**src/rtl/i2c_humidity_sensor_reader_core_macros.svh**
```systemverilog
// assertion macros for the humidity sensor reader core
// expects signals named clock and reset in the scope of each use
`ifndef I2C_HUMIDITY_SENSOR_READER_CORE_MACROS_SVH
`define I2C_HUMIDITY_SENSOR_READER_CORE_MACROS_SVH

`ifndef ASSERT_OFF
// condition must hold on every clock edge out of reset
`define HSR_ASSERT(lbl, prop, msg) \
   lbl: assert property (@(posedge clock) disable iff (reset) (prop)) else $error(msg);
// consequent must hold on the edge after the antecedent
`define HSR_ASSERT_NEXT(lbl, ante, cons, msg) \
   lbl: assert property (@(posedge clock) disable iff (reset) (ante) |=> (cons)) \
      else $error(msg);
`else
`define HSR_ASSERT(lbl, prop, msg)
`define HSR_ASSERT_NEXT(lbl, ante, cons, msg)
`endif

`endif

```
**src/rtl/i2chsr_pkg.sv**
```systemverilog
// shared types and constants for the humidity sensor reader core
// no dependencies
`default_nettype none

package i2chsr_pkg;

   // bus sequencer phases
   typedef enum logic [3:0] {
      PH_IDLE      = 4'd0,
      PH_START_A   = 4'd1,
      PH_START_B   = 4'd2,
      PH_TX        = 4'd3,
      PH_ACK_PRE   = 4'd4,
      PH_ACK_POLL  = 4'd5,
      PH_ACK_FILL  = 4'd6,
      PH_ACK_END   = 4'd7,
      PH_STOP_CMD  = 4'd8,
      PH_WAIT      = 4'd9,
      PH_RX_PRE    = 4'd10,
      PH_RX        = 4'd11,
      PH_MACK      = 4'd12,
      PH_STOP_END  = 4'd13
   } phase_type;

   // register map
   localparam logic [1:0] CSR_SENSOR_ADDRESS = 2'd0;
   localparam logic [1:0] CSR_MEASURE_WAIT   = 2'd1;
   localparam logic [1:0] CSR_ACK_TIMEOUT    = 2'd2;

   localparam logic [6:0]  SENSOR_ADDRESS_RESET = 7'd68;
   localparam logic [15:0] MEASURE_WAIT_RESET   = 16'd50000;
   localparam logic [7:0]  ACK_TIMEOUT_RESET    = 8'd200;

   // single-shot measurement command, high repeatability with clock stretching
   localparam logic [7:0] CMD_MSB = 8'h2C;
   localparam logic [7:0] CMD_LSB = 8'h06;

   // fixed point conversion scales, divisor is full scale 65535
   localparam logic [30:0] TEMP_SPAN      = 31'd17500;
   localparam logic [29:0] HUM_SPAN       = 30'd10000;
   localparam logic [14:0] TEMP_OFFSET    = 15'd4500;
   localparam logic [16:0] FULL_SCALE     = 17'd65535;
   localparam logic [30:0] TEMP_RANGE_LO  = 31'(2500 * 65535);
   localparam logic [30:0] TEMP_RANGE_HI  = 31'(17000 * 65535);

endpackage

`default_nettype wire

```
**src/rtl/i2c_humidity_sensor_reader_core.sv**
```systemverilog
// I2C humidity sensor reader: one measurement sequencer plus fixed point conversion
// depends on i2chsr_pkg and i2c_humidity_sensor_reader_core_macros.svh
//
// Each accepted item is one microsecond bus tick and yields exactly one result item
// carrying the line levels for that tick; one item per clock is sustained while the
// consumer keeps taking results, and each result appears in the output register on
// the clock after its item is taken. A new item is taken while the previous result
// waits, as long as the consumer takes that result in the same cycle. A measurement
// is a write of the command, a configurable wait, then a six byte read; the tick
// that ends it raises result_valid with raw words, hundredths and a range flag, all
// data being zero on other ticks. A missing acknowledge of the read address ends
// the cycle with read_nack and the previous stored bytes.
`default_nettype none
`include "i2c_humidity_sensor_reader_core_macros.svh"

module i2c_humidity_sensor_reader_core (
   input  wire logic        clock,
   input  wire logic        reset,
   // tick items
   input  wire logic        req_valid,
   output logic             req_ready,
   input  wire logic        req_begin_read,
   input  wire logic        req_sda_level,
   // result items
   output logic             rsp_valid,
   input  wire logic        rsp_ready,
   output logic             rsp_scl_level,
   output logic             rsp_sda_drive,
   output logic             rsp_sda_enable,
   output logic             rsp_busy_res,
   output logic             rsp_result_valid,
   output logic             rsp_read_nack,
   output logic [15:0]      rsp_temperature_raw,
   output logic [15:0]      rsp_humidity_raw,
   output logic signed [14:0] rsp_temperature_hundredths,
   output logic [13:0]      rsp_humidity_hundredths,
   output logic             rsp_in_range,
   // configuration
   input  wire logic        csr_we,
   input  wire logic [1:0]  csr_index,
   input  wire logic [15:0] csr_wdata
);

   // configuration registers
   logic [6:0]  sensor_address_ff;
   logic [15:0] measure_wait_ff;
   logic [7:0]  ack_timeout_ff;

   // sequencer state
   i2chsr_pkg::phase_type phase_ff, phase_in;
   logic [15:0] tick_ff, tick_in;
   logic [3:0]  bit_ff, bit_in;
   logic [7:0]  shift_ff, shift_in;
   logic [2:0]  byte_index_ff, byte_index_in;
   logic [7:0]  timeout_ff, timeout_in;
   logic [47:0] read_bytes_ff, read_bytes_in;
   logic        scl_ff, scl_in;
   logic        sda_ff, sda_in;
   logic        en_ff, en_in;

   // conversion products
   logic [30:0] prod_t_ff, prod_t_in;
   logic [29:0] prod_h_ff, prod_h_in;

   // result register
   logic        rsp_valid_ff;
   logic        rsp_scl_ff, rsp_sda_ff, rsp_en_ff, rsp_busy_ff, rsp_done_ff, rsp_nack_ff;
   logic [15:0] rsp_traw_ff, rsp_hraw_ff;
   logic [14:0] rsp_thun_ff;
   logic [13:0] rsp_hhun_ff;
   logic        rsp_range_ff;

   logic        accept;
   logic        start;
   i2chsr_pkg::phase_type ph;
   logic [15:0] tc, tc_inc;
   logic [2:0]  bi;
   logic [7:0]  tx_byte;
   logic [2:0]  rx_idx;
   logic [5:0]  rb_pos;
   logic [3:0]  bit_inc;
   logic [7:0]  shift_next;
   logic [7:0]  timeout_dec;
   logic        ack_fire, ack_ok;
   logic        busy, done, nack;

   logic [14:0] t_q0, t_q;
   logic [16:0] t_rem;
   logic [13:0] h_q0, h_q;
   logic [16:0] h_rem;
   logic [14:0] t_hun;
   logic        t_range;

   assign req_ready = !rsp_valid_ff || rsp_ready;
   assign accept    = req_valid && req_ready;

   // configuration writes
   always_ff @(posedge clock) begin
      if (reset) begin
         sensor_address_ff <= i2chsr_pkg::SENSOR_ADDRESS_RESET;
         measure_wait_ff   <= i2chsr_pkg::MEASURE_WAIT_RESET;
         ack_timeout_ff    <= i2chsr_pkg::ACK_TIMEOUT_RESET;
      end else if (csr_we) begin
         case (csr_index)
            i2chsr_pkg::CSR_SENSOR_ADDRESS: sensor_address_ff <= csr_wdata[6:0];
            i2chsr_pkg::CSR_MEASURE_WAIT:   measure_wait_ff   <= csr_wdata;
            i2chsr_pkg::CSR_ACK_TIMEOUT:    ack_timeout_ff    <= csr_wdata[7:0];
            default: ;
         endcase
      end
   end

   // byte sent in the current write slot
   always_comb begin
      case (bi)
         3'd0:    tx_byte = {sensor_address_ff, 1'b0};
         3'd1:    tx_byte = i2chsr_pkg::CMD_MSB;
         3'd2:    tx_byte = i2chsr_pkg::CMD_LSB;
         default: tx_byte = {sensor_address_ff, 1'b1};
      endcase
   end

   // sequencer next state and line levels for this tick
   always_comb begin
      start         = (phase_ff == i2chsr_pkg::PH_IDLE) && req_begin_read;
      ph            = start ? i2chsr_pkg::PH_START_A : phase_ff;
      tc            = start ? 16'd0 : tick_ff;
      bi            = start ? 3'd0 : byte_index_ff;
      tc_inc        = tc + 16'd1;
      bit_inc       = bit_ff + 4'd1;
      shift_next    = {shift_ff[6:0], req_sda_level};
      timeout_dec   = timeout_ff - 8'd1;
      rx_idx        = (bi >= 3'd6) ? (bi - 3'd6) : bi;
      rb_pos        = {3'd5 - rx_idx, 3'b000};

      phase_in      = ph;
      tick_in       = tc;
      bit_in        = bit_ff;
      shift_in      = shift_ff;
      byte_index_in = bi;
      timeout_in    = timeout_ff;
      read_bytes_in = read_bytes_ff;
      scl_in        = scl_ff;
      sda_in        = sda_ff;
      en_in         = en_ff;
      busy          = (ph != i2chsr_pkg::PH_IDLE);
      done          = 1'b0;
      nack          = 1'b0;
      ack_fire      = 1'b0;
      ack_ok        = 1'b0;

      case (ph)
         i2chsr_pkg::PH_START_A: begin
            en_in = 1'b1; sda_in = 1'b1; scl_in = 1'b1;
            tick_in = tc_inc;
            if (tc_inc >= 16'd4) begin
               phase_in = i2chsr_pkg::PH_START_B;
               tick_in  = 16'd0;
            end
         end
         i2chsr_pkg::PH_START_B: begin
            en_in = 1'b1; sda_in = 1'b0; scl_in = 1'b1;
            tick_in = tc_inc;
            if (tc_inc >= 16'd4) begin
               bit_in   = 4'd0;
               phase_in = i2chsr_pkg::PH_TX;
               tick_in  = 16'd0;
            end
         end
         i2chsr_pkg::PH_TX: begin
            en_in   = 1'b1;
            sda_in  = tx_byte[3'd7 - bit_ff[2:0]];
            scl_in  = (tc == 16'd2) || (tc == 16'd3);
            tick_in = tc_inc;
            if (tc_inc >= 16'd6) begin
               tick_in = 16'd0;
               bit_in  = bit_inc;
               if (bit_inc >= 4'd8) begin
                  bit_in   = 4'd0;
                  phase_in = i2chsr_pkg::PH_ACK_PRE;
               end
            end
         end
         i2chsr_pkg::PH_ACK_PRE: begin
            if (tc == 16'd0) timeout_in = ack_timeout_ff;
            sda_in  = 1'b1;
            scl_in  = 1'b0;
            en_in   = (tc != 16'd2);
            tick_in = tc_inc;
            if (tc_inc >= 16'd3) begin
               phase_in = i2chsr_pkg::PH_ACK_POLL;
               tick_in  = 16'd0;
            end
         end
         i2chsr_pkg::PH_ACK_POLL: begin
            en_in  = 1'b0;
            scl_in = 1'b0;
            if (!req_sda_level) begin
               phase_in = i2chsr_pkg::PH_ACK_END;
               tick_in  = 16'd1;
            end else begin
               timeout_in = timeout_dec;
               if (timeout_dec == 8'd0) begin
                  ack_fire = 1'b1;
               end else begin
                  phase_in = i2chsr_pkg::PH_ACK_FILL;
                  tick_in  = 16'd0;
               end
            end
         end
         i2chsr_pkg::PH_ACK_FILL: begin
            en_in    = 1'b0;
            scl_in   = 1'b0;
            phase_in = i2chsr_pkg::PH_ACK_POLL;
            tick_in  = 16'd0;
         end
         i2chsr_pkg::PH_ACK_END: begin
            en_in   = 1'b0;
            scl_in  = (tc == 16'd1);
            tick_in = tc_inc;
            if (tc_inc >= 16'd3) begin
               ack_fire = 1'b1;
               ack_ok   = 1'b1;
            end
         end
         i2chsr_pkg::PH_STOP_CMD, i2chsr_pkg::PH_STOP_END: begin
            en_in   = 1'b1;
            scl_in  = (tc >= 16'd4);
            sda_in  = (tc >= 16'd8);
            tick_in = tc_inc;
            if (tc_inc >= 16'd12) begin
               if (ph == i2chsr_pkg::PH_STOP_END) begin
                  done     = 1'b1;
                  phase_in = i2chsr_pkg::PH_IDLE;
                  tick_in  = 16'd0;
               end else begin
                  byte_index_in = 3'd3;
                  phase_in      = i2chsr_pkg::PH_WAIT;
                  tick_in       = measure_wait_ff;
               end
            end
         end
         i2chsr_pkg::PH_WAIT: begin
            en_in = 1'b1; scl_in = 1'b1; sda_in = 1'b1;
            tick_in = tc - 16'd1;
            if (tick_in == 16'd0) phase_in = i2chsr_pkg::PH_START_A;
         end
         i2chsr_pkg::PH_RX_PRE: begin
            en_in    = 1'b0;
            scl_in   = 1'b0;
            bit_in   = 4'd0;
            shift_in = 8'd0;
            phase_in = i2chsr_pkg::PH_RX;
            tick_in  = 16'd0;
         end
         i2chsr_pkg::PH_RX: begin
            en_in = 1'b0;
            if (tc < 16'd2) begin
               scl_in  = 1'b0;
               tick_in = tc_inc;
            end else begin
               scl_in   = 1'b1;
               shift_in = shift_next;
               tick_in  = 16'd0;
               bit_in   = bit_inc;
               if (bit_inc >= 4'd8) begin
                  read_bytes_in[rb_pos +: 8] = shift_next;
                  bit_in   = 4'd0;
                  phase_in = i2chsr_pkg::PH_MACK;
               end
            end
         end
         i2chsr_pkg::PH_MACK: begin
            en_in = 1'b1;
            if (tc >= 16'd2) sda_in = (bi >= 3'd5);
            scl_in  = (tc == 16'd4) || (tc == 16'd5);
            tick_in = tc_inc;
            if (tc_inc >= 16'd7) begin
               tick_in = 16'd0;
               if (bi >= 3'd5) begin
                  phase_in = i2chsr_pkg::PH_STOP_END;
               end else begin
                  byte_index_in = bi + 3'd1;
                  phase_in      = i2chsr_pkg::PH_RX_PRE;
               end
            end
         end
         default: ;
      endcase

      // end of an acknowledge slot
      if (ack_fire) begin
         tick_in = 16'd0;
         if (bi < 3'd2) begin
            byte_index_in = bi + 3'd1;
            bit_in        = 4'd0;
            phase_in      = i2chsr_pkg::PH_TX;
         end else if (bi == 3'd2) begin
            phase_in = i2chsr_pkg::PH_STOP_CMD;
         end else if (ack_ok) begin
            byte_index_in = 3'd0;
            phase_in      = i2chsr_pkg::PH_RX_PRE;
         end else begin
            phase_in = i2chsr_pkg::PH_IDLE;
            done     = 1'b1;
            nack     = 1'b1;
         end
      end
   end

   // sequencer registers advance once per accepted item
   always_ff @(posedge clock) begin
      if (reset) begin
         phase_ff      <= i2chsr_pkg::PH_IDLE;
         tick_ff       <= 16'd0;
         bit_ff        <= 4'd0;
         shift_ff      <= 8'd0;
         byte_index_ff <= 3'd0;
         timeout_ff    <= 8'd0;
         read_bytes_ff <= 48'd0;
         scl_ff        <= 1'b1;
         sda_ff        <= 1'b1;
         en_ff         <= 1'b1;
      end else if (accept) begin
         phase_ff      <= phase_in;
         tick_ff       <= tick_in;
         bit_ff        <= bit_in;
         shift_ff      <= shift_in;
         byte_index_ff <= byte_index_in;
         timeout_ff    <= timeout_in;
         read_bytes_ff <= read_bytes_in;
         scl_ff        <= scl_in;
         sda_ff        <= sda_in;
         en_ff         <= en_in;
      end
   end

   // scale products, registered from the stored bytes
   assign prod_t_in = 31'(read_bytes_ff[47:32]) * i2chsr_pkg::TEMP_SPAN;
   assign prod_h_in = 30'(read_bytes_ff[23:8]) * i2chsr_pkg::HUM_SPAN;

   always_ff @(posedge clock) begin
      prod_t_ff <= prod_t_in;
      prod_h_ff <= prod_h_in;
   end

   // divide by 65535: high half plus one correction step
   always_comb begin
      t_q0    = prod_t_ff[30:16];
      t_rem   = {1'b0, prod_t_ff[15:0]} + {2'b00, t_q0};
      t_q     = t_q0 + ((t_rem >= i2chsr_pkg::FULL_SCALE) ? 15'd1 : 15'd0);
      t_hun   = t_q - i2chsr_pkg::TEMP_OFFSET;
      h_q0    = prod_h_ff[29:16];
      h_rem   = {1'b0, prod_h_ff[15:0]} + {3'b000, h_q0};
      h_q     = h_q0 + ((h_rem >= i2chsr_pkg::FULL_SCALE) ? 14'd1 : 14'd0);
      t_range = (prod_t_ff >= i2chsr_pkg::TEMP_RANGE_LO)
             && (prod_t_ff <= i2chsr_pkg::TEMP_RANGE_HI);
   end

   // result register
   always_ff @(posedge clock) begin
      if (reset) begin
         rsp_valid_ff <= 1'b0;
      end else if (accept) begin
         rsp_valid_ff <= 1'b1;
      end else if (rsp_ready) begin
         rsp_valid_ff <= 1'b0;
      end
   end

   always_ff @(posedge clock) begin
      if (accept) begin
         rsp_scl_ff   <= scl_in;
         rsp_sda_ff   <= sda_in;
         rsp_en_ff    <= en_in;
         rsp_busy_ff  <= busy;
         rsp_done_ff  <= done;
         rsp_nack_ff  <= nack;
         rsp_traw_ff  <= done ? read_bytes_ff[47:32] : 16'd0;
         rsp_hraw_ff  <= done ? read_bytes_ff[23:8] : 16'd0;
         rsp_thun_ff  <= done ? t_hun : 15'd0;
         rsp_hhun_ff  <= done ? h_q : 14'd0;
         rsp_range_ff <= done && t_range;
      end
   end

   assign rsp_valid                  = rsp_valid_ff;
   assign rsp_scl_level              = rsp_scl_ff;
   assign rsp_sda_drive              = rsp_sda_ff;
   assign rsp_sda_enable             = rsp_en_ff;
   assign rsp_busy_res               = rsp_busy_ff;
   assign rsp_result_valid           = rsp_done_ff;
   assign rsp_read_nack              = rsp_nack_ff;
   assign rsp_temperature_raw        = rsp_traw_ff;
   assign rsp_humidity_raw           = rsp_hraw_ff;
   assign rsp_temperature_hundredths = signed'(rsp_thun_ff);
   assign rsp_humidity_hundredths    = rsp_hhun_ff;
   assign rsp_in_range               = rsp_range_ff;

   // checks on the sequencer and the result register
   `HSR_ASSERT(a_bit_count_bound, bit_ff[3] == 1'b0, "bit counter reached eight")
   `HSR_ASSERT(a_byte_index_bound, !(byte_index_ff == 3'd6 || byte_index_ff == 3'd7), "byte index past last read byte")
   `HSR_ASSERT(a_done_while_busy, !(rsp_valid_ff && rsp_done_ff) || rsp_busy_ff, "cycle end reported while not busy")
   `HSR_ASSERT(a_nack_ends_cycle, !(rsp_valid_ff && rsp_nack_ff) || rsp_done_ff, "read nack without cycle end")
   `HSR_ASSERT_NEXT(a_stop_leaves_bus_idle, accept && done && !nack, rsp_scl_ff && rsp_sda_ff && rsp_en_ff, "bus not released high after stop")

endmodule

`default_nettype wire

```
**config.mk**
```make
export PLATFORM = sky130hd
export DESIGN_NAME = i2c_humidity_sensor_reader_core
export DESIGN_NICKNAME = d
export VERILOG_FILES = /design/src/rtl/i2chsr_pkg.sv /design/src/rtl/i2c_humidity_sensor_reader_core.sv
export VERILOG_INCLUDE_DIRS = /design/src /design/src/rtl
export SDC_FILE = /design/constraint.sdc
export NUM_CORES = 1
export LEC_CHECK = 0
export BUFFER_PORTS_ARGS = -buffer_cell sky130_fd_sc_hd__buf_2
export CORE_UTILIZATION = 45
export CTS_CLUSTER_DIAMETER = 40
export DETAILED_ROUTE_END_ITERATION = 6
export GPL_TIMING_DRIVEN = 0
export SLEW_MARGIN = 20
export SYNTH_ARGS = -nofsm -noshare
export SYNTH_HDL_FRONTEND = slang
export SYNTH_SLANG_ARGS = --single-unit
```
**constraint.sdc**
```tcl
create_clock -name clock -period 14.24 [get_ports clock]
set_input_delay 1.424 -clock clock [delete_from_list [all_inputs] [get_ports clock]]
set_output_delay 1.424 -clock clock [all_outputs]
set_load 0.02 [all_outputs]
```
==> flow_results.xml <==
<?xml version="1.0" encoding="UTF-8"?>
<metrics>
  <group name="clocking">
    <metric name="cts.path.max_buffers" unit="">3</metric>
    <metric name="clock-sinks" unit="">232</metric>
    <metric name="cts.repair_timing.setup_buffer_count" unit="">0</metric>
    <metric name="clk_transition_reported_paths" unit="ns">0.06</metric>
    <metric name="cts.repair.resized" unit="">0</metric>
    <metric name="cts-buffers-inserted" unit="">44</metric>
    <metric name="h-tree-depth" unit="">2</metric>
    <metric name="post_cts_hold_buffer_count" unit="">0</metric>
    <metric name="clkLatencyLatePin" unit="ns">0.57</metric>
    <metric name="cts.root.buffer_cell" unit="">sky130_fd_sc_hd__clkbuf_16</metric>
    <metric name="cts_tree" unit="">done</metric>
  </group>
  <group name="finish">
    <metric name="ff_latch_area" unit="mm2">0.00533</metric>
    <metric name="finish.utilization" unit="">0.529</metric>
    <metric name="fillCellCount" unit="">3711</metric>
    <metric name="drive_gt1_frac" unit="">0.0996</metric>
    <metric name="multi_input_comb_area" unit="mm2">0.0113</metric>
    <metric name="fin_nets" unit="">2517</metric>
    <metric name="layout-area-overhead-vs-synth" unit="%">14.8</metric>
    <metric name="diode_count" unit="">0</metric>
  </group>
  <group name="worst_setup_path">
    <metric name="cp.depth" unit="">18</metric>
    <metric name="worst_path_max_delay_cell" unit="">sky130_fd_sc_hd__clkbuf_1</metric>
    <metric name="r2r_setup_slack" unit="ns">8.20</metric>
    <metric name="crit_path_max_fanout" unit="">10</metric>
    <metric name="worstReg2RegStart" unit="">phase_ff[2]</metric>
    <metric name="cp_slowest_stage_delay" unit="ns">0.57</metric>
    <metric name="worst_setup_path_endpoint" unit="">rsp_temperature_raw[8]</metric>
    <metric name="worstReg2RegEnd" unit="">rsp_temperature_raw[8]</metric>
    <metric name="crit_arrival" unit="ns">6.63</metric>
    <metric name="critical_path.most_common_cell" unit="">sky130_fd_sc_hd__clkbuf_1</metric>
    <metric name="critical_path_class" unit="">in2reg</metric>
    <metric name="cp_cell_sequence" unit="">clkbuf_1 &gt; nand2_1 &gt; clkbuf_1 &gt; nand2_1 &gt; inv_1 &gt; ha_1 &gt; buf_2 &gt; and3_1 &gt; clkbuf_1 &gt; nand4_1 &gt; o21bai_1 &gt; a22oi_1 &gt; nor3b_2 &gt; nor3_1 &gt; nor2_1 &gt; clkbuf_1 &gt; buf_2 &gt; nor2_1</metric>
    <metric name="crit_buf_inv" unit="">7</metric>
    <metric name="cp-startpoint" unit="">req_begin_read</metric>
    <metric name="timing.critical_path.max_delay_family" unit="">buffers and inverters</metric>
    <metric name="timing.critical_path.from_type" unit="">input pin</metric>
    <metric name="cp_data_required_time" unit="ns">14.54</metric>
    <metric name="timing.reg2reg.worst_path_depth" unit="">19</metric>
    <metric name="timing.critical_path.to_type" unit="">flop</metric>
  </group>
  <group name="status">
    <metric name="run_status" unit="">finished, final reports clean</metric>
  </group>
  <group name="global_routing">
    <metric name="global_route.usage.total" unit="">0.240</metric>
    <metric name="grt_pass1_wl" unit="mm">77.9</metric>
    <metric name="grt_start_max_net_pins" unit="">33</metric>
    <metric name="grt_pass1_vias" unit="">14900</metric>
    <metric name="grt_antenna_before_repair" unit="">0</metric>
    <metric name="grt-ovfl-total" unit="">0</metric>
  </group>
  <group name="floorplanning">
    <metric name="die-width" unit="um">202</metric>
    <metric name="die_height" unit="um">202</metric>
    <metric name="rows" unit="">72</metric>
    <metric name="ioPinCount" unit="">95</metric>
    <metric name="placeableCoreArea" unit="mm2">0.0390</metric>
    <metric name="floorplan.initialDensity" unit="">0.461</metric>
    <metric name="design.die.area" unit="mm2">0.0408</metric>
  </group>
  <group name="timing">
    <metric name="clock.fmax" unit="GHz">0.158</metric>
    <metric name="tightestPinTransition" unit="ns">0.942</metric>
    <metric name="post-route-period-util" unit="">0.445</metric>
    <metric name="final.setup.tns" unit="ns">0</metric>
    <metric name="finalHoldViolations" unit="">0</metric>
    <metric name="grt_setup_unrepaired" unit="">no</metric>
    <metric name="finClkSkew" unit="ns">0.0166</metric>
    <metric name="timing.max_slew.rel_slack" unit="">0.362</metric>
    <metric name="slew_violations" unit="">0</metric>
    <metric name="setup-violations-final" unit="">0</metric>
    <metric name="timing.final.crit_period" unit="ns">6.34</metric>
  </group>
  <group name="synth">
    <metric name="sequential_area_share_after_synthesis" unit="">0.296</metric>
    <metric name="synth_top_cells_by_area" unit="">sky130_fd_sc_hd__dfxtp_1 (18%), sky130_fd_sc_hd__ha_1 (15%), sky130_fd_sc_hd__edfxtp_1 (11%), sky130_fd_sc_hd__fa_1 (9.1%), sky130_fd_sc_hd__inv_1 (5.6%)</metric>
    <metric name="ys_ff_latch" unit="">232</metric>
    <metric name="synth_net_count" unit="">2377</metric>
    <metric name="leading_area_contributor_after_synthesis" unit="">sky130_fd_sc_hd__dfxtp_1</metric>
    <metric name="count_of_flip_flops_with_a_built_in_enable_after_synthesis" unit="">68</metric>
    <metric name="fraction_of_synthesized_cell_area_taken_by_the_top_area_cell_type" unit="">0.182</metric>
    <metric name="synth_ff_type" unit="">sky130_fd_sc_hd__dfxtp_1</metric>
    <metric name="mappedNetlistArea" unit="mm2">0.0180</metric>
    <metric name="synth.top_cells.by_count" unit="">sky130_fd_sc_hd__inv_1 (268), sky130_fd_sc_hd__ha_1 (216), sky130_fd_sc_hd__nor2_1 (178), sky130_fd_sc_hd__nand2_1 (167), sky130_fd_sc_hd__dfxtp_1 (164)</metric>
    <metric name="synthesis.area_per_instance" unit="um2">8.76</metric>
    <metric name="yosysWarnings" unit="">0</metric>
    <metric name="synthesis.instances" unit="">2054</metric>
    <metric name="synth-async-reset-ratio" unit="">0</metric>
    <metric name="netlist-cell-type-count" unit="">95</metric>
    <metric name="synth.most_common_cell" unit="">sky130_fd_sc_hd__inv_1</metric>
  </group>
  <group name="placement">
    <metric name="gp_congestion" unit="">0.972</metric>
    <metric name="dp.final_hpwl" unit="mm">37.7</metric>
    <metric name="port_buffers" unit="">91</metric>
  </group>
  <group name="route">
    <metric name="detailedRoute.firstIterationViolations" unit="">898</metric>
    <metric name="firstDrtPassIters" unit="">7</metric>
    <metric name="detail_route.vias_per_cell" unit="">5.51</metric>
    <metric name="ant_nets" unit="">0</metric>
    <metric name="totalWireLength" unit="mm">48.5</metric>
    <metric name="route.vias.total" unit="">15100</metric>
    <metric name="drt_drc_violations_left" unit="">0</metric>
    <metric name="detail_route.wl_per_cell" unit="um">17.7</metric>
  </group>
  <group name="hold_path">
    <metric name="hold_path_class" unit="">reg2reg</metric>
  </group>
  <group name="power">
    <metric name="power_per_cell_area" unit="mW/mm2">94.9</metric>
    <metric name="vdd.ir_drop.worst" unit="uV">81.6</metric>
    <metric name="static_leakage" unit="nW">9.86</metric>
  </group>
  <group name="job">
    <metric name="timing.max_cap.violations" unit="">0</metric>
  </group>
</metrics>
[per-stage QoR]
stage          power, mW  setup slack [ns]  hold WS [ns]  instances  area [um2]
2_1_floorplan      0.872              9.26         0.393       2054       18000
3_3_place_gp       0.945              7.37         0.449       2663       19100
3_5_place_dp       0.946              7.38         0.452       2666       19200
4_1_cts             1.98              7.98         0.459       2746       20600
5_1_grt             2.03              7.56         0.485       2746       20700
6_report            1.96              7.90         0.463       2746       20700
[cell families after synthesis]
| family | Yosys count | share of synthesized area |
|---|---|---|
| xor+xnor | 98 | 0.0477 |
| compound gates | 409 | 0.150 |
| simple gates | 637 | 0.175 |
| flops | 232 | 0.296 |
| fa+ha+maj | 298 | 0.241 |
| mux | 26 | 0.0146 |
| buf+inv | 354 | 0.0754 |
[per-layer routing]
metal / up-vias / share of wire / GRT usage
li1: 7373 / - / -
met1: 7150 / 0.43 / 0.297
met2: 475 / 0.48 / 0.410
met3: 119 / 0.050 / 0.0389
met4: 0 / 0.041 / 0.106
met5: - / 0 / 0
[tightest hold or removal path: stages, from the launching register on]
cell and delay, ns:
sky130_fd_sc_hd__dfxtp_1 0.31, sky130_fd_sc_hd__nand2_1 0.05, sky130_fd_sc_hd__a21oi_1 0.05
[layout make-up]
class	instances	area share
Multi-Input combinational cell	1468	0.548
Sequential cell	232	0.258
Clock buffer	51	0.0566
Inverter	272	0.0494
Tap cell	518	0.0314
Timing Repair Buffer	94	0.0253
Buffer	82	0.0163
Clock inverter	29	0.0149
[cells in the final DEF, fill, tap and decap left out, drive strengths merged, types with 21 or more instances in the layout]
master	count
a21oi	124
clkbuf	114
xnor2	58
fa	82
edfxtp	68
nand2b	23
buf	113
nor3	34
a21o	31
xor2	40
nor2	180
nand3	59
dfxtp	164
mux2i	24
o21ai	86
nor4	21
nand2	168
ha	216
inv	283
and2	27
nand4	25
[worst min-delay path by stage]
stage	start	to	slack (ns)	cells after the start
final	measure_wait_ff[2]	measure_wait_ff[2]	0.46	2
after global routing	measure_wait_ff[2]	measure_wait_ff[2]	0.49	2
after detailed placement	measure_wait_ff[2]	measure_wait_ff[2]	0.45	2
after global placement	measure_wait_ff[2]	measure_wait_ff[2]	0.45	2
after floorplan	read_bytes_ff[32]	prod_t_ff[2]	0.39	0
after CTS	measure_wait_ff[2]	measure_wait_ff[2]	0.46	2
[power breakdown]
group          total [mW]  internal [mW]  switching [mW]
clock network        1.02          0.639           0.382
logic               0.231         0.0720           0.159
registers           0.708          0.699         0.00881
[flip-flops by register name, indices dropped and copies added (netlist names), 14 cells and up]
signal                      cells
prod_t_ff                      29
rsp_temperature_raw            16
tick_ff                        16
rsp_humidity_hundredths        14
measure_wait_ff                16
read_bytes_ff                  32
rsp_temperature_hundredths     15
prod_h_ff                      26
rsp_humidity_raw               16
(Power assumes the default switching activity.)
